--- config.mk ---
export PLATFORM = sky130hd
export DESIGN_NAME = oversampled_bit_destuff_crc_framer
export DESIGN_NICKNAME = d
export VERILOG_FILES = /design/src/rtl/core/obdcf_pkg.sv /design/src/rtl/core/obdcf_slicer.sv /design/src/rtl/core/oversampled_bit_destuff_crc_framer.sv
export SDC_FILE = /design/constraint.sdc
export NUM_CORES = 1
export LEC_CHECK = 0
export BUFFER_PORTS_ARGS = -buffer_cell sky130_fd_sc_hd__buf_4
export CAP_MARGIN = 25
export CORE_MARGIN = 5
export CORE_UTILIZATION = 35
export DETAILED_ROUTE_END_ITERATION = 6
export SYNTH_ARGS = -nofsm -noshare
export SYNTH_HDL_FRONTEND = slang
export SYNTH_HIERARCHICAL = 1
export SYNTH_SLANG_ARGS = --single-unit
--- constraint.sdc ---
create_clock -name clk -period 6.1 [get_ports clk]
set_input_delay 0.305 -clock clk [delete_from_list [all_inputs] [get_ports clk]]
set_output_delay 0.305 -clock clk [all_outputs]
set_load 0.01 [all_outputs]
--- src/rtl/core/obdcf_pkg.sv ---
`default_nettype none
// ----------------------------------------------------------------------------
// obdcf_pkg
// Shared constants and types of the oversampled bit destuffing framer.
// ----------------------------------------------------------------------------
package obdcf_pkg;

    localparam int BUFFER_BYTES = 64;
    localparam int HDR_BYTES    = 6;
    localparam int FLAG_BITS    = 6;
    localparam int CRC_BITS     = 16;
    localparam int ADDR_W       = $clog2(BUFFER_BYTES);
    localparam int CNT_W        = $clog2((BUFFER_BYTES - HDR_BYTES) * 8 + 1);
    localparam int LIM_W        = (ADDR_W + 1 > 7) ? ADDR_W + 1 : 7;

    localparam logic [15:0] CRC_POLY = 16'h8005;
    localparam logic [7:0]  ONE_PATTERN_RESET  = 8'hC0;
    localparam logic [7:0]  ZERO_PATTERN_RESET = 8'hFC;
    localparam logic [6:0]  BUFFER_LIMIT_RESET = 7'd64;

    localparam logic [1:0] REG_ONE_PATTERN  = 2'd0;
    localparam logic [1:0] REG_ZERO_PATTERN = 2'd1;
    localparam logic [1:0] REG_BUFFER_LIMIT = 2'd2;

    localparam logic KIND_STATUS = 1'b0;
    localparam logic KIND_READ   = 1'b1;

    typedef struct packed {
        logic       bit_val;
        logic [3:0] noise;
    } slice_t;

endpackage
`default_nettype wire

--- src/rtl/core/obdcf_slicer.sv ---
`default_nettype none
// ----------------------------------------------------------------------------
// obdcf_slicer
// Decides one oversampled bit by the nearer of two ideal sample patterns.
// ----------------------------------------------------------------------------
module obdcf_slicer
    import obdcf_pkg::*;
(
    input  wire logic [7:0] sample,
    input  wire logic [7:0] one_pattern,
    input  wire logic [7:0] zero_pattern,
    output slice_t          slice
);

    logic [7:0] diff_one;
    logic [7:0] diff_zero;
    logic [3:0] n_one;
    logic [3:0] n_zero;

    assign diff_one  = sample ^ one_pattern;
    assign diff_zero = sample ^ zero_pattern;

    always_comb
    begin
        n_one  = 4'd0;
        n_zero = 4'd0;
        for (int i = 0; i < 8; i++)
        begin
            n_one  = n_one + {3'd0, diff_one[i]};
            n_zero = n_zero + {3'd0, diff_zero[i]};
        end
        // A tie decodes as a zero.
        slice.bit_val = (n_one < n_zero);
        slice.noise   = (n_one < n_zero) ? n_one : n_zero;
    end

endmodule
`default_nettype wire

--- src/rtl/core/oversampled_bit_destuff_crc_framer.sv ---
`default_nettype none
// ----------------------------------------------------------------------------
// oversampled_bit_destuff_crc_framer
// Bit destuffing deframer for oversampled serial data with a CRC-16 check.
//
// The s_axis channel carries requests: tuser 0 is a sample byte holding one
// oversampled bit, tuser 1 asks for one byte of the frame buffer. The m_axis
// channel returns frame status at each closing flag (tuser 0) and read data
// (tuser 1). The configuration port writes the two ideal patterns and the
// buffer limit, only while the block is idle: a rule for the user, unenforced.
// Frame bytes sit in one single-port-read buffer memory with a registered
// read. A stored sample passes through the accept, which also reads the
// target byte, and the write back. A read request passes through the accept,
// ST_RD_WAIT and ST_EMIT, which loads the output register. At a closing flag
// the checker walks the m stored bits ahead of the flag from memory, one bit
// a cycle between byte reads, then 16 zero augment bits, a compare, six header
// writes on a pass and the output, with input held off. Reset restores the
// register defaults and clears the bit, ones, raw and noise counters; no
// clearing pass runs, so the buffer stays undefined until written.
// A result waits in the output register while the receiver stalls; the next
// request is accepted meanwhile and holds only if it produces a result
// before the earlier one is taken.
// ----------------------------------------------------------------------------
module oversampled_bit_destuff_crc_framer
    import obdcf_pkg::*;
(
    input  wire logic        clk,
    input  wire logic        rst_n,

    input  wire logic        cfg_we,
    input  wire logic [1:0]  cfg_index,
    input  wire logic [7:0]  cfg_data,

    input  wire logic        s_axis_tvalid,
    output logic             s_axis_tready,
    // Fields from bit 0: sample_byte[7:0], read_address[13:8], zero pad.
    input  wire logic [15:0] s_axis_tdata,
    // Fields from bit 0: req_type.
    input  wire logic        s_axis_tuser,

    output logic             m_axis_tvalid,
    input  wire logic        m_axis_tready,
    // Fields from bit 0: frame_valid[0], frame_length[7:1], payload_bits[16:8],
    // noise_total[32:17], raw_bit_total[48:33], read_data[56:49], zero pad.
    output logic [63:0]      m_axis_tdata,
    // Fields from bit 0: result_kind.
    output logic             m_axis_tuser
);

    typedef enum logic [9:0] {
        ST_IDLE     = 10'b00_0000_0001,
        ST_RD_WAIT  = 10'b00_0000_0010,
        ST_STORE_WR = 10'b00_0000_0100,
        ST_CK_START = 10'b00_0000_1000,
        ST_CK_RD    = 10'b00_0001_0000,
        ST_CK_BIT   = 10'b00_0010_0000,
        ST_CK_AUG   = 10'b00_0100_0000,
        ST_CK_CMP   = 10'b00_1000_0000,
        ST_HDR_WR   = 10'b01_0000_0000,
        ST_EMIT     = 10'b10_0000_0000
    } state_t;

    function automatic logic [15:0] crc_step(input logic [15:0] crc, input logic din);
        logic [15:0] shifted;
        shifted = {crc[14:0], din};
        return crc[15] ? (shifted ^ CRC_POLY) : shifted;
    endfunction

    state_t            state_reg, state_next;
    logic [7:0]        one_pat_reg, zero_pat_reg;
    logic [6:0]        limit_reg;
    logic [CNT_W-1:0]  cnt_reg, cnt_next;
    logic [7:0]        ones_reg, ones_next;
    logic [15:0]       raw_reg, raw_next;
    logic [15:0]       noise_reg, noise_next;
    logic              bit_reg, bit_next;
    logic              flag_reg, flag_next;
    logic [ADDR_W-1:0] st_addr_reg, st_addr_next;
    logic [CNT_W-1:0]  pos_reg, pos_next;
    logic [CNT_W-1:0]  n_reg, n_next;
    logic [CNT_W-1:0]  body_reg, body_next;
    logic [15:0]       crc_reg, crc_next;
    logic [15:0]       got_reg, got_next;
    logic [3:0]        aug_reg, aug_next;
    logic [2:0]        hdr_reg, hdr_next;
    logic              ok_reg, ok_next;
    logic              kind_reg, kind_next;
    logic              rd_ok_reg, rd_ok_next;
    logic              out_valid_reg, out_valid_next;
    logic              out_kind_reg, out_kind_next;
    logic [63:0]       out_data_reg, out_data_next;

    logic [7:0]        mem [BUFFER_BYTES];
    logic [7:0]        mem_q;
    logic              mem_re, mem_we;
    logic [ADDR_W-1:0] mem_raddr, mem_waddr;
    logic [7:0]        mem_wdata;

    slice_t            slice;
    logic [LIM_W-1:0]  lim_act;
    logic [LIM_W-1:0]  store_idx;
    logic              store_ok;
    logic              in_fire;
    logic              cur_bit;
    logic [7:0]        hdr_byte;
    logic [15:0]       body16;
    logic [6:0]        frame_len;
    logic [8:0]        pbits;

    obdcf_slicer u_slicer (
        .sample       (s_axis_tdata[7:0]),
        .one_pattern  (one_pat_reg),
        .zero_pattern (zero_pat_reg),
        .slice        (slice)
    );

    assign s_axis_tready = (state_reg == ST_IDLE);
    assign in_fire       = s_axis_tvalid && s_axis_tready;
    assign m_axis_tvalid = out_valid_reg;
    assign m_axis_tuser  = out_kind_reg;
    assign m_axis_tdata  = out_data_reg;

    assign lim_act   = (LIM_W'(limit_reg) > LIM_W'(BUFFER_BYTES))
                       ? LIM_W'(BUFFER_BYTES) : LIM_W'(limit_reg);
    assign store_idx = LIM_W'(HDR_BYTES) + LIM_W'(cnt_reg >> 3);
    assign store_ok  = store_idx < lim_act;
    assign cur_bit   = mem_q[pos_reg[2:0]];
    assign body16    = 16'(body_reg);
    assign frame_len = ok_reg ? 7'(16'(HDR_BYTES) + ((body16 + 16'd7) >> 3)) : 7'd0;
    assign pbits     = ok_reg ? 9'(body_reg) : 9'd0;

    always_comb
    begin
        case (hdr_reg)
            3'd0:    hdr_byte = body16[7:0];
            3'd1:    hdr_byte = body16[15:8];
            3'd2:    hdr_byte = noise_reg[7:0];
            3'd3:    hdr_byte = noise_reg[15:8];
            3'd4:    hdr_byte = raw_reg[7:0];
            default: hdr_byte = raw_reg[15:8];
        endcase
    end

    always_comb
    begin
        state_next     = state_reg;
        cnt_next       = cnt_reg;
        ones_next      = ones_reg;
        raw_next       = raw_reg;
        noise_next     = noise_reg;
        bit_next       = bit_reg;
        flag_next      = flag_reg;
        st_addr_next   = st_addr_reg;
        pos_next       = pos_reg;
        n_next         = n_reg;
        body_next      = body_reg;
        crc_next       = crc_reg;
        got_next       = got_reg;
        aug_next       = aug_reg;
        hdr_next       = hdr_reg;
        ok_next        = ok_reg;
        kind_next      = kind_reg;
        rd_ok_next     = rd_ok_reg;
        out_valid_next = out_valid_reg && !m_axis_tready;
        out_kind_next  = out_kind_reg;
        out_data_next  = out_data_reg;
        mem_re         = 1'b0;
        mem_raddr      = st_addr_reg;
        mem_we         = 1'b0;
        mem_waddr      = st_addr_reg;
        mem_wdata      = mem_q;

        case (state_reg)
            ST_IDLE:
            begin
                if (in_fire)
                begin
                    if (s_axis_tuser == KIND_READ)
                    begin
                        mem_re     = 1'b1;
                        mem_raddr  = ADDR_W'(s_axis_tdata[13:8]);
                        rd_ok_next = LIM_W'(s_axis_tdata[13:8]) < LIM_W'(BUFFER_BYTES);
                        kind_next  = KIND_READ;
                        state_next = ST_RD_WAIT;
                    end
                    else
                    begin
                        raw_next   = raw_reg + 16'd1;
                        noise_next = noise_reg + 16'(slice.noise);
                        bit_next   = slice.bit_val;
                        flag_next  = !slice.bit_val && (ones_reg == 8'd4);
                        ones_next  = slice.bit_val ? ones_reg + 8'd1 : 8'd0;
                        st_addr_next = ADDR_W'(store_idx);
                        if (slice.bit_val || ones_reg != 8'd3)
                        begin
                            // Stuffed zeros after three ones are dropped here.
                            if (store_ok)
                            begin
                                mem_re     = 1'b1;
                                mem_raddr  = ADDR_W'(store_idx);
                                state_next = ST_STORE_WR;
                            end
                            else if (!slice.bit_val && ones_reg == 8'd4)
                            begin
                                state_next = ST_CK_START;
                            end
                        end
                    end
                end
            end

            ST_RD_WAIT:
            begin
                state_next = ST_EMIT;
            end

            ST_STORE_WR:
            begin
                mem_we    = 1'b1;
                mem_waddr = st_addr_reg;
                mem_wdata = mem_q;
                mem_wdata[cnt_reg[2:0]] = bit_reg;
                cnt_next  = cnt_reg + CNT_W'(1);
                state_next = flag_reg ? ST_CK_START : ST_IDLE;
            end

            ST_CK_START:
            begin
                kind_next = KIND_STATUS;
                if (cnt_reg < CNT_W'(CRC_BITS + FLAG_BITS))
                begin
                    ok_next    = 1'b0;
                    state_next = ST_EMIT;
                end
                else
                begin
                    n_next     = cnt_reg - CNT_W'(FLAG_BITS);
                    body_next  = cnt_reg - CNT_W'(FLAG_BITS + CRC_BITS);
                    pos_next   = '0;
                    crc_next   = 16'd0;
                    got_next   = 16'd0;
                    state_next = ST_CK_RD;
                end
            end

            ST_CK_RD:
            begin
                mem_re     = 1'b1;
                mem_raddr  = ADDR_W'(CNT_W'(HDR_BYTES) + (pos_reg >> 3));
                state_next = ST_CK_BIT;
            end

            ST_CK_BIT:
            begin
                if (pos_reg < body_reg)
                begin
                    crc_next = crc_step(crc_reg, cur_bit);
                end
                else
                begin
                    got_next = {cur_bit, got_reg[15:1]};
                end
                pos_next = pos_reg + CNT_W'(1);
                if (pos_reg + CNT_W'(1) == n_reg)
                begin
                    aug_next   = 4'd0;
                    state_next = ST_CK_AUG;
                end
                else if (pos_reg[2:0] == 3'd7)
                begin
                    state_next = ST_CK_RD;
                end
            end

            ST_CK_AUG:
            begin
                crc_next = crc_step(crc_reg, 1'b0);
                aug_next = aug_reg + 4'd1;
                if (aug_reg == 4'd15)
                begin
                    state_next = ST_CK_CMP;
                end
            end

            ST_CK_CMP:
            begin
                ok_next = (crc_reg == got_reg);
                if (crc_reg == got_reg)
                begin
                    hdr_next   = 3'd0;
                    state_next = ST_HDR_WR;
                end
                else
                begin
                    state_next = ST_EMIT;
                end
            end

            ST_HDR_WR:
            begin
                mem_we    = 1'b1;
                mem_waddr = ADDR_W'(hdr_reg);
                mem_wdata = hdr_byte;
                hdr_next  = hdr_reg + 3'd1;
                if (hdr_reg == 3'd5)
                begin
                    state_next = ST_EMIT;
                end
            end

            ST_EMIT:
            begin
                if (!out_valid_reg || m_axis_tready)
                begin
                    out_valid_next = 1'b1;
                    out_kind_next  = kind_reg;
                    if (kind_reg == KIND_READ)
                    begin
                        out_data_next = {7'd0, (rd_ok_reg ? mem_q : 8'd0), 49'd0};
                    end
                    else
                    begin
                        out_data_next = {7'd0, 8'd0, raw_reg, noise_reg, pbits,
                                         frame_len, ok_reg};
                        cnt_next   = '0;
                        raw_next   = 16'd0;
                        noise_next = 16'd0;
                        ones_next  = 8'd0;
                    end
                    state_next = ST_IDLE;
                end
            end

            default:
            begin
                state_next = ST_IDLE;
            end
        endcase
    end

    always_ff @(posedge clk)
    begin
        if (mem_we)
        begin
            mem[mem_waddr] <= mem_wdata;
        end
        if (mem_re)
        begin
            mem_q <= mem[mem_raddr];
        end
    end

    always_ff @(posedge clk or negedge rst_n)
    begin
        if (!rst_n)
        begin
            one_pat_reg  <= ONE_PATTERN_RESET;
            zero_pat_reg <= ZERO_PATTERN_RESET;
            limit_reg    <= BUFFER_LIMIT_RESET;
        end
        else if (cfg_we)
        begin
            case (cfg_index)
                REG_ONE_PATTERN:  one_pat_reg  <= cfg_data;
                REG_ZERO_PATTERN: zero_pat_reg <= cfg_data;
                REG_BUFFER_LIMIT: limit_reg    <= cfg_data[6:0];
                default:          ;
            endcase
        end
    end

    always_ff @(posedge clk or negedge rst_n)
    begin
        if (!rst_n)
        begin
            state_reg     <= ST_IDLE;
            cnt_reg       <= '0;
            ones_reg      <= 8'd0;
            raw_reg       <= 16'd0;
            noise_reg     <= 16'd0;
            out_valid_reg <= 1'b0;
        end
        else
        begin
            state_reg     <= state_next;
            cnt_reg       <= cnt_next;
            ones_reg      <= ones_next;
            raw_reg       <= raw_next;
            noise_reg     <= noise_next;
            out_valid_reg <= out_valid_next;
        end
    end

    always_ff @(posedge clk)
    begin
        bit_reg      <= bit_next;
        flag_reg     <= flag_next;
        st_addr_reg  <= st_addr_next;
        pos_reg      <= pos_next;
        n_reg        <= n_next;
        body_reg     <= body_next;
        crc_reg      <= crc_next;
        got_reg      <= got_next;
        aug_reg      <= aug_next;
        hdr_reg      <= hdr_next;
        ok_reg       <= ok_next;
        kind_reg     <= kind_next;
        rd_ok_reg    <= rd_ok_next;
        out_kind_reg <= out_kind_next;
        out_data_reg <= out_data_next;
    end

    // A passing frame reports a length that matches its payload bit count.
    assert property (@(posedge clk) disable iff (!rst_n)
        (m_axis_tvalid && m_axis_tuser == KIND_STATUS && m_axis_tdata[0])
        |-> (16'(m_axis_tdata[7:1]) ==
             16'(HDR_BYTES) + ((16'(m_axis_tdata[16:8]) + 16'd7) >> 3)))
        else $error("frame length does not match payload bits");

    // A failing frame reports no length and no payload.
    assert property (@(posedge clk) disable iff (!rst_n)
        (m_axis_tvalid && m_axis_tuser == KIND_STATUS && !m_axis_tdata[0])
        |-> (m_axis_tdata[16:1] == 16'd0))
        else $error("failed frame carries a length");

    // The stored bit count never runs past the buffer.
    assert property (@(posedge clk) disable iff (!rst_n)
        cnt_reg <= CNT_W'((BUFFER_BYTES - HDR_BYTES) * 8))
        else $error("stored bit count past the buffer");

    // An accepted item never leads straight into a bit walk or a header write.
    assert property (@(posedge clk) disable iff (!rst_n)
        in_fire |=> !(state_reg == ST_HDR_WR || state_reg == ST_CK_BIT))
        else $error("check sequence entered straight from an accepted item");

endmodule
`default_nettype wire
* Yosys cells after proc, flatten, opt, wreduce, memory -nomap -nowiden
Memories as Yosys holds them, arrays and structs flattened. A register that Yosys moved wholly into a read port is not among the register bits. Cells that the tools add are included.
Storage, ports and cells: memories 1, memory bits (read-only) 0, input bits 32, bits in registers 224, latch bits 0, output and inout port bits 67, word-level logic and storage cells 219, RAM bits 512
Memories:
- mem | words 64, bits a word 8, rd ports 1, clocked after memory_dff 1, write ports 1, RTL line oversampled_bit_destuff_crc_framer.sv:93 | logic [7:0] mem [BUFFER_BYTES];
Cells by class: div/mod/pow operators 0, magnitude comparators 8, shift operators 0, add/sub/neg operators 27, reduce and logical (&&, ||, !) cells 37, equal/unequal tests 39, multiply operators 0, bitwise logic cells 7, multiplexer cells 74
Operators by type and width (count):
- $mux 16 | 11
- $mux 10 | 12
- $pmux 10 s10 | 1
- $pmux 16 s2 | 3
- $add 4x1->4 | 12
- $pmux 16 s3 | 1
- $mux 8 | 5
- $pmux 8 s5 | 1
- $pmux 9 s2 | 2
- $pmux 8 s2 | 2
- $mux 6 | 5
- $mux 9 | 3
- $ne 2x2->1 const B | 11
- $add 9x1->9 const B | 2
- $reduce_and 2->1 | 9
- $add 16x1->16 const B | 1
- $add 16x4->16 | 1
- $eq 16x16->1 | 1
- $xor 8x8->8 | 2
- $reduce_and 3->1 | 5
- $mux 1 | 14
- $reduce_bool 2->1 | 7
- $mux 4 | 3
- $pmux 6 s2 | 1
- other kinds (59) | 77

* Logic depth before layout (Yosys ltp)
Gate-level depths: netlist (run 1).
depth after elaboration 17, gate-level depth with buffers 28, mapped depth without buffers 26

* By module
Netlist (run 1), hierarchy kept.
Modules (own cells, without submodules):
- oversampled_bit_destuff_crc_framer | times used 1, seq. area each 21608.2 µm², area an instance 31587.8 µm², cells each 2399
- obdcf_slicer | times used 1, seq. area each 0.0 µm², area an instance 609.3 µm², cells each 62

* Least setup slack after synthesis (run 1)
Ideal clock, no wire load.
path type reg2reg, start point reg zero_pat_reg[3], end point reg mem_q[6], read port of mem, data pin, cell stages (with the launch flop) 25, period minus slack after synthesis 6149 ps, setup slack -49 ps, data arrival time 5893 ps, setup time 256 ps, path buffers 3, data required time 5844 ps, cell sequence dfstp_2 xor2_1 fa_1 fa_1 inv_1 fa_1 inv_1 ha_1 inv_1 fa_1 ha_1 a2111oi_4 a21oi_2 inv_1 clkbuf_1 nor4_4 buf_4 o21a_1 o311a_1 a211oi_2 buf_4 nand3_1 o2111a_1 a311o_1 o22a_1
RTL lines:
- start, declared | RTL line oversampled_bit_destuff_crc_framer.sv:70 | logic [7:0] one_pat_reg, zero_pat_reg;
- start signal, assigned | RTL line oversampled_bit_destuff_crc_framer.sv:365 | REG_ZERO_PATTERN: zero_pat_reg <= cfg_data;
- end, declared | RTL line oversampled_bit_destuff_crc_framer.sv:94 | logic [7:0] mem_q;

==> results of run 1 <==
-- cell type report --
| cell class | instances | area (um^2) | share of cell area (%) |
|---|---|---|---|
| timing repair buffer | 254 | 2570 | 6.68 |
| sequential | 733 | 21600 | 56.1 |
| multi-input combinational | 1553 | 10200 | 26.4 |
| inverter | 54 | 203 | 0.526 |
| clock buffer | 104 | 2110 | 5.48 |
| tap | 1186 | 1480 | 3.85 |
| clock inverter | 40 | 378 | 0.980 |
-- how the worst max path moves through the flow --
stage	startpoint	endpoint	slack (ps)	depth (start not counted)
after floorplan	zero_pat_reg[3]	mem_q[6]	70	24
after global placement	zero_pat_reg[3]	mem_q[5]	-860	25
after detailed placement	zero_pat_reg[3]	mem_q[5]	-850	25
after CTS	zero_pat_reg[3]	mem_q[2]	-190	26
after global routing	zero_pat_reg[3]	mem_q[0]	-360	27
final	zero_pat_reg[3]	mem_q[4]	-150	25
-- critical path, cell delays in order, from the launching register on --
cell and delay [ps]:
dfstp_2 550, xor2_2 140, fa_1 450, fa_1 540, inv_2 40, fa_1 420
inv_1 70, ha_2 180, inv_2 40, fa_2 610, ha_4 220, a2111oi_4 300
a21oi_2 70, inv_2 90, nor4_4 60, buf_12 150, o21a_1 210, o311a_4 400
o211a_1 260, buf_12 150, buf_16 130, buf_8 130, and3_4 150, a2111o_1 430
o31ai_4 120, o22a_1 200
-- stage by stage --
stage / utilization (%) / total power, uW / hold WS (ps) / TNS [ps] / worst slack (ps)
2_1_floorplan: - / 10200 / 9.41 / 0 / 68.3
3_3_place_gp: 38.5 / 12700 / 167 / -4920 / -856
3_5_place_dp: 38.5 / 12800 / 170 / -4980 / -847
4_1_cts: 41.9 / 18100 / 10.1 / -1390 / -190
5_1_grt: 42.1 / 19100 / 41.0 / -2530 / -362
6_report: 42.1 / 18300 / 42.0 / -895 / -152
-- layout by cell type (no fill, tap or decap), types with 21 or more instances in the layout --
cell type and n:
dfrtp_1 73, ha_1 46, mux2i_1 108, inv_1 43
xor2_1 47, nand2_1 386, edfxtp_1 650, xnor2_1 54
o21ai_0 44, clkbuf_1 22, a32o_1 21, mux2_2 25
o211ai_1 31, and2_1 32, nor2_1 221, nor2b_1 52
a21oi_1 45, buf_4 195, clkbuf_16 80, nand3_1 115
buf_12 33
-- cells by family after synthesis --
| group | Yosys count |
|---|---|
| other cells | 1 |
| flops | 733 |
| buf+inv | 181 |
| compound gates | 311 |
| mux | 137 |
| fa+ha+maj | 61 |
| simple gates | 933 |
| xor+xnor | 104 |
-- power groups by stage --
stage,Combinational (uW),Sequential [uW],Clock (uW)
6_report,7220,6410,4650
5_1_grt,7740,6420,4960
4_1_cts,6960,6400,4740
3_5_place_dp,6310,6500,0
3_3_place_gp,6180,6500,0
2_1_floorplan,3700,6450,0
-- what timing repair did --
action,4_1_cts,5_1_grt
cloned,5,0
hold endpoints to repair,35,0
hold buffers,10,0
pin swaps,27,25
setup buffers,19,8
endpoints found under the setup margin,8,11
gates resized for setup,48,26
-- metal layers --
layer	global-route usage (%)	routed length (um)	share of wire [%]
met1	23.0	36700	42
met2	28.9	42300	48
met3	3.14	6080	6.9
met4	6.01	2970	3.4
met5	0	0	0
==> run metrics, run 1 <==
worst path required time=~6600 ps; Worst-Skew Late Latency=roughly 640 ps; top-count cell post-synth=edfxtp_1; Die Ht=approximately 310 um; synth unique cells=between 80 and 90; max-slew violations=0; hold path endpoint=m_axis_tvalid; Main synth FF type=edfxtp_1; Synth Area in Simple Gates=13.3%; Internal=roughly 12,000 uW; TritonCTS Buffers=80; filler cell count=just over 8,000; DRT Wirelength=88,000 um; worst r2r src=zero_pat_reg[3]; critical path arrival=around 6800 ps; period utilization=102%; # diodes=0; max reg flops=around 510; CTS sink cnt=around 730; first-pass GRT wire length=between 100,000 and 150,000 um; Post-Route Skew=roughly 27 ps; EDFF count, synth=650; power share of the clock group=about a quarter; share of layout cells above drive strength 1=approximately 18%; Post-Synth Adder-Cell Area=under 10%; worst-path maximum fanout=8; Reg power frac=a little over a third; CTS root buf=clkbuf_16; ys async rst share=between 10% and 20%; DRT Pass-1 Iters=6; total number of vias=21,000; Leakage=roughly 0.014 uW; Synth top cells by count=650 x edfxtp_1, 388 x nand2_1, 221 x nor2_1, 117 x nand3_1, 109 x mux2i_1; design area=just under 40,000 um^2; area share of the largest cell type after synthesis=between 60% and 70%; most area-consuming cells after synthesis=edfxtp_1 61%, dfrtp_1 5.7%, nand2_1 4.5%; Reg-to-Reg End=mem_q[4]; CTS tree=built; status=finished, violations left; I/O Buffers=89; CP Launch Type=register; maxcap violations=0; VDD IR max=359 uV; P_sw=6370 uW; Seq/Total Area, Yosys=roughly 67%; Die Width=313 um; NumNets Final=roughly 2,800; synthesized flop and latch total=between 700 and 800; synth warn=6; clk slew on worst S/H paths=roughly 60 ps; Setup Viol. Count Final=8; vias in the first global route=21,200; Crit. End Element=register; DP Cell Count=3,742; Netlist Area Pre-Place=between 30,000 and 40,000 um^2; largest reg by FF count=mem; Rel. slew slack=between 20% and 30%; unrepaired setup endpoints after global routing=yes; Syn Area/Cell=approximately 13 um^2; placed instance area=between 30,000 and 40,000 um^2; hold path cells=3; GPL Wtd Cong=0.880; largest net degree at the start of global routing=73; std cell rows=between 100 and 150; Max Root-Sink Buffers=3; failing checks=setup timing; Syn-to-layout area delta=19.7%; GR Overflow Total=0; initial antenna violation count=0; vias per std cell=between 5 and 6; die footprint=around 98,000 um^2; Cell Pwr Density=~470 nW/um^2; Final Worst Setup Slack=-152 ps; Synth Area in XOR/XNOR=2.83%; Overall Global Routing Usage=between 15 and 20%; cell taking the most area after synthesis=edfxtp_1; core area=between 90,000 and 100,000 um^2; crit path time final=around 6300 ps; synthesized instance count=2,461; hold path startpoint=m_axis_tready; Fmax=approximately 160 MHz; Logic pwr share=approximately two fifths; drc violations=0; Worst-Margin Slew=between 1000 and 1500 ps; r2r setup slk=-150 ps; Crit Path Category=register to register; Hold WC Path Type=input port to register; CTS H-tree lvls=3; I/O Pins=approximately 100; Sw Ratio=between 30% and 40%; initial drt markers=~2,100; Synth Area in Compound Gates=approximately 7.2%; mux share of post-synthesis cell area=under 10%; fin cells=3,924; Final Hold Viols=0; antenna viol nets, final=0; dpl hpwl=57,500 um; R2R cell count=25; WL per Instance=22.4 um; largest family of logic cells by synthesized area=simple AND/OR/NAND/NOR gates; initial core utilization=between 30% and 40%
(Power assumes the default switching activity.)
==> run 2, diff against run 1 <==
--- a/config.mk
+++ b/config.mk
@@ -12,5 +12,4 @@
 export DETAILED_ROUTE_END_ITERATION = 6
 export SYNTH_ARGS = -nofsm -noshare
 export SYNTH_HDL_FRONTEND = slang
-export SYNTH_HIERARCHICAL = 1
 export SYNTH_SLANG_ARGS = --single-unit
==> run metrics, run 2 <==
status=finished, violations left; failing checks=setup timing; cell class contributing the biggest share of worst-path delay=adder cells; initial core utilization=between 30% and 40%; core area=91,900 um^2; largest reg by FF count=mem; first-pass GRT wire length=127,000 um; WP depth=21; Cell Pwr Density=about 480 nW/um^2; hold path cells=3; Fmax=around 160 MHz; unrepaired setup endpoints after global routing=yes; antenna viol nets, final=0; DRT Pass-1 Iters=5; synth warn=0; cell taking the most area after synthesis=edfxtp_1; Main synth FF type=edfxtp_1; DRT Wirelength=about 84,000 um; Buf/Inv on CP=6; CTS H-tree lvls=3; synthesized flop and latch total=around 730; dpl hpwl=about 56,000 um; slowest library cell on the worst path=fa_2; most area-consuming cells after synthesis=edfxtp_1 60%, dfrtp_1 5.6%, mux2i_1 4.0%; CTS root buf=clkbuf_16; clk slew on worst S/H paths=~60 ps; Synth top cells by count=650 x edfxtp_1, 232 x nand2_1, 172 x nor2_1, 130 x mux2i_1, 130 x o211ai_1; most used cell, CP=buf_12; max-slew violations=0; Crit Path Category=register to register; share of layout cells above drive strength 1=a little over a fifth; Overall Global Routing Usage=approximately 17%; ys async rst share=~11%; design area=38,900 um^2; commonest non-fill, non-tap cell in the layout=edfxtp_1; GR Overflow Total=0; Leakage=roughly 0.014 uW; VDD IR max=about 390 uV; std cell rows=111; filler cell count=8,429; Final Hold Viols=0; Netlist Area Pre-Place=roughly 33,000 um^2; Worst-Skew Late Latency=~630 ps; worst path required time=6460 ps; NumNets Final=around 2,600; synthesized instance count=2,309; Hold WC Path Type=input port to register; R2R cell count=21; Die Width=between 300 and 400 um; maxcap violations=0; CTS sink cnt=around 730; placed instance area=35,600 um^2; max reg flops=approximately 510; drc violations=0; I/O Buffers=89; Syn-to-layout area delta=19.6%; synth unique cells=77; Post-Route Skew=roughly 43 ps; die footprint=99,200 um^2; worst-path maximum fanout=8; initial drt markers=between 1,500 and 2,000; Die Ht=315 um; Seq/Total Area, Yosys=between 60% and 70%; crit path cell chain=xor2_1 > ha_1 > fa_1 > inv_2 > fa_1 > fa_2 > fa_2 > ha_4 > a2111oi_4 > nor4b_4 > or4_4 > o311ai_4 > buf_12 > buf_12 > buf_16 > buf_12 > buf_4 > mux2_2 > o211ai_1 > a41oi_2 > or4_1; total number of vias=20,000; DP Cell Count=between 3,000 and 4,000; Syn Area/Cell=14.1 um^2; Rel. slew slack=32.5%; CP Launch Type=register; crit path time final=around 6400 ps; commonest cells after routing, fill and taps aside=650 x edfxtp_1, 231 x nand2_1, 221 x buf_4, 169 x nor2_1, 130 x o211ai_1; I/O Pins=99; critical path arrival=6790 ps; Worst-Margin Slew=1010 ps; r2r setup slk=-320 ps; top-count cell post-synth=edfxtp_1; TritonCTS Buffers=just under 80; vias per std cell=5.19; WL per Instance=21.8 um; GPL Wtd Cong=around 0.87; Max Root-Sink Buffers=3; fin cells=approximately 3,900; Crit path largest cell delay=between 500 and 600 ps; Crit. End Element=register; EDFF count, synth=650; CTS tree=built; Final Worst Setup Slack=-323 ps; vias in the first global route=slightly above 20,000; period utilization=105%; Setup Viol. Count Final=8; area share of the largest cell type after synthesis=60.0%; initial antenna violation count=0; largest net degree at the start of global routing=between 60 and 70
-- run 2: cell types whose count changed after synthesis, sizes merged, moves of 16 or more --
cell and delta:
a32oi -16, clkbuf -17, a32o -22, mux2i +21, nor2 -49, a41oi +32
and2 +16, o211ai +99, nand2 -157, nand3 -88, o2111ai -16, mux2 +127
-- run 2: cells by family (layout without fill, tap and decap cells) --
family | count (synthesis) | after routing | synth area share [%]
fa+ha+maj | 62 | 62 | 2.58
buf+inv | 163 | 461 | 2.48
xor+xnor | 101 | 101 | 2.72
compound gates | 319 | 319 | 6.93
simple gates | 645 | 645 | 9.43
flops | 733 | 733 | 66.4
mux | 285 | 285 | 9.43
other cells | 1 | 8 | 0.0115
-- run 2: final timing paths --
path,from,to
max,zero_pat_reg[1],mem_q[7]
max in group asynchronous,rst_n,raw_reg[13]
min in group asynchronous,rst_n,ones_reg[3]
max reg2reg,zero_pat_reg[1],mem_q[7]
min,m_axis_tready,m_axis_tvalid
min reg2reg,ones_reg[6],ones_reg[6]
-- run 2: area by class of cell --
cell class	instances	area [um^2]	share of cell area [%]
clock inverter	48	518	1.33
sequential	733	21600	55.5
inverter	51	191	0.492
clock buffer	93	2050	5.27
tap	1243	1560	4.00
antenna	1	2.50	0.00643
timing repair buffer	269	2520	6.47
multi-input combinational	1419	10500	26.9
-- run 2: where the power goes --
part | total (uW) | leakage (uW) | internal (uW) | switching [uW]
logic | 7440 | 0.00549 | 3280 | 4160
clock network | 4730 | 0.00123 | 2720 | 2010
registers | 6480 | 0.00705 | 6270 | 210
-- run 2: repair_timing --
action | in CTS | in global routing
cloned | 4 | 0
hold buffers | 11 | 0
hold endpoints to repair | 54 | 0
gates resized for setup | 38 | 21
setup buffers | 23 | 4
endpoints found under the setup margin | 8 | 8
pin swaps | 41 | 22
-- run 2: metrics by stage --
step	total power, uW	TNS [ps]	worst slack, ps	utilization (%)	hold WS [ps]
CTS	18500	-2600	-344	42.2	28.3
finish	18600	-2250	-323	42.3	54.8
floorplan	10300	0	46.1	-	9.41
global placement	13100	-5420	-842	38.6	266
global route	19500	-4110	-537	42.3	51.8
detailed placement	13200	-5940	-870	38.7	278
-- run 2: layer usage --
metal | GRT usage, % | vias up | wire length [um]
met5 | 0 | - | 0
met4 | 5.18 | 0 | 2490
met3 | 2.60 | 137 | 5290
met2 | 28.5 | 668 | 41200
met1 | 21.8 | 10100 | 35200
li1 | - | 9128 | -
-- run 2: worst reg2reg max path: stages, from the launching register on --
cell and delay [ps]:
dfrtp_1 390, xor2_1 160, ha_1 310, fa_1 500, inv_2 40, fa_1 460, fa_2 390, fa_2 580
ha_4 220, a2111oi_4 420, nor4b_4 100, or4_4 440, o311ai_4 90, buf_12 180, buf_12 150, buf_16 150
buf_12 140, buf_4 150, mux2_2 360, o211ai_1 210, a41oi_2 210, or4_1 500
==> run 3, diff against run 2 <==
--- a/config.mk
+++ b/config.mk
@@ -10,6 +10,7 @@
 export CORE_MARGIN = 5
 export CORE_UTILIZATION = 35
 export DETAILED_ROUTE_END_ITERATION = 6
+export SETUP_SLACK_MARGIN = 0.5
 export SYNTH_ARGS = -nofsm -noshare
 export SYNTH_HDL_FRONTEND = slang
 export SYNTH_SLANG_ARGS = --single-unit
==> run metrics, run 3 (same netlist as run 2, synthesis figures left out) <==
Leakage=about 0.014 uW; core area=91,900 um^2; I/O Pins=a little under 100; initial core utilization=between 30% and 40%; Final Worst Setup Slack=-205 ps; Overall Global Routing Usage=16.8%; Setup crit start=zero_pat_reg[0]; worst-path maximum fanout=12; worst path required time=about 6500 ps; total number of vias=between 20,000 and 25,000; slowest library cell on the worst path=fa_2; Cell Pwr Density=485 nW/um^2; CTS sink cnt=between 700 and 800; I/O Buffers=89; Crit Path Category=register to register; maxcap violations=0; worst hold slack=roughly 64 ps; period utilization=103%; Worst-Margin Slew=about 1000 ps; Final Hold Viols=0; GPL Wtd Cong=0.888; Final Util=42.7%; initial antenna violation count=2; critical path arrival=around 6700 ps; status=finished, violations left; CTS tree=built; CP Launch Type=register; hold path startpoint=m_axis_tready; total chip power=19,000 uW; largest reg by FF count=mem; DRT Pass-1 Iters=7; Setup Viol. Count Final=8; GR Overflow Total=0; initial drt markers=1,717; pre-CTS WS=-837 ps; fin cells=just under 4,000; die footprint=~100,000 um^2; DP Cell Count=between 3,000 and 4,000; max reg flops=~510; Die Ht=315 um; WL per Instance=about 22 um; std cell rows=approximately 110; filler cell count=around 8,300; Max Root-Sink Buffers=3; worst r2r src=zero_pat_reg[0]; CTS H-tree lvls=3; Post-Route Skew=21.8 ps; DRT Wirelength=85,400 um; first-pass GRT wire length=approximately 130,000 um; dpl hpwl=around 56,000 um; largest net degree at the start of global routing=65; clk slew on worst S/H paths=60 ps; VDD IR max=between 400 and 500 uV; max-slew violations=0; Syn-to-layout area delta=20.7%; crit path cell chain=xor2_1 > ha_1 > fa_1 > inv_1 > fa_1 > fa_2 > fa_2 > ha_4 > a2111oi_4 > nor4b_4 > or4_4 > o311ai_4 > buf_6 > buf_4 > buf_12 > buf_4 > mux2_1 > o211ai_1 > a41oi_2 > or4_1; Hold WC Path Type=input port to register; Crit. End Element=register; vias in the first global route=20,300; Buf/Inv on CP=5; CTS root buf=clkbuf_16; commonest cells after routing, fill and taps aside=650 x edfxtp_1, 229 x nand2_1, 189 x buf_4, 168 x nor2_1, 130 x o211ai_1; vias per std cell=between 5 and 6; Worst-Skew Late Latency=about 630 ps; crit path time final=~6300 ps; r2r setup slk=-210 ps; Rel. slew slack=32.2%; Die Width=roughly 310 um; commonest non-fill, non-tap cell in the layout=edfxtp_1; Fmax=159 MHz; share of layout cells above drive strength 1=a little over a fifth; failing checks=setup timing; unrepaired setup endpoints after global routing=yes; NumNets Final=2,635; TritonCTS Buffers=a little under 80; Crit path largest cell delay=roughly 580 ps; drc violations=0; antenna viol nets, final=0; cell class contributing the biggest share of worst-path delay=adder cells
-- run 3: cell count changes in the layout (fill, tap and decap cells not counted), sizes merged --
cell	change
clkinvlp	-2
clkbuf	+13
buf	-12
bufinv	+1
bufbuf	-1
inv	+2
nor2b	+1
clkinv	-9
-- run 3: path summary, 6_finish.rpt --
| path | to | depth (start not counted) |
|---|---|---|
| hold reg to reg | ones_reg[6] | 1 |
| max in group asynchronous | raw_reg[13] | 3 |
| min in group asynchronous | ones_reg[7] | 2 |
| setup reg to reg | mem_q[6] | 20 |
| hold / removal | m_axis_tvalid | 3 |
| setup / recovery | mem_q[6] | 20 |
-- run 3: cell type report --
type                    instances  area (um^2)  area share [%]
diodes                          1         2.50         0.00637
clock buffers                 105         2140            5.44
repair buffers                257         2610            6.65
clock inverters                40          457            1.16
multi-input cells            1420        10700            27.3
well taps                    1243         1560            3.96
flip-flops and latches        733        21600            55.0
inverters                      51          191           0.487
-- run 3: worst reg2reg max path: cells and delay by family (launching register included) --
kind / cells / cell delay (ps)
xor+xnor: 1 / 150
fa+ha+maj: 6 / 2410
flops: 1 / 400
mux: 1 / 340
buf+inv: 5 / 680
simple gates: 3 / 1050
compound gates: 4 / 1040
-- run 3: routing by layer --
metal	global-route usage [%]	vias up	share of wire, %
met5	0	-	0
met4	5.12	0	3.1
met3	2.79	139	6.0
met2	28.5	666	49
met1	22.3	10200	42
li1	-	9105	-
-- run 3: repair_timing --
action                     in CTS  in global routing
pin swaps                      36                 34
gates cloned                    6                  1
hold endpoints to repair       54                  0
setup endpoints to repair      18                 20
buffers inserted               15                 17
hold buffers                   11                  0
resized for setup              63                 47
-- run 3: power by group --
group          switching, uW  internal, uW
Sequential               237          6270
Clock                   1980          2820
Combinational           4320          3420
Total                   6530         12500
-- run 3: stage by stage --
stage | TNS [ps] | cell area [um^2]
finish | -1200 | 39300
CTS | -866 | 38900
detailed placement | -6090 | 35500
floorplan | 0 | 32700
global route | -2320 | 39300
global placement | -6020 | 35500
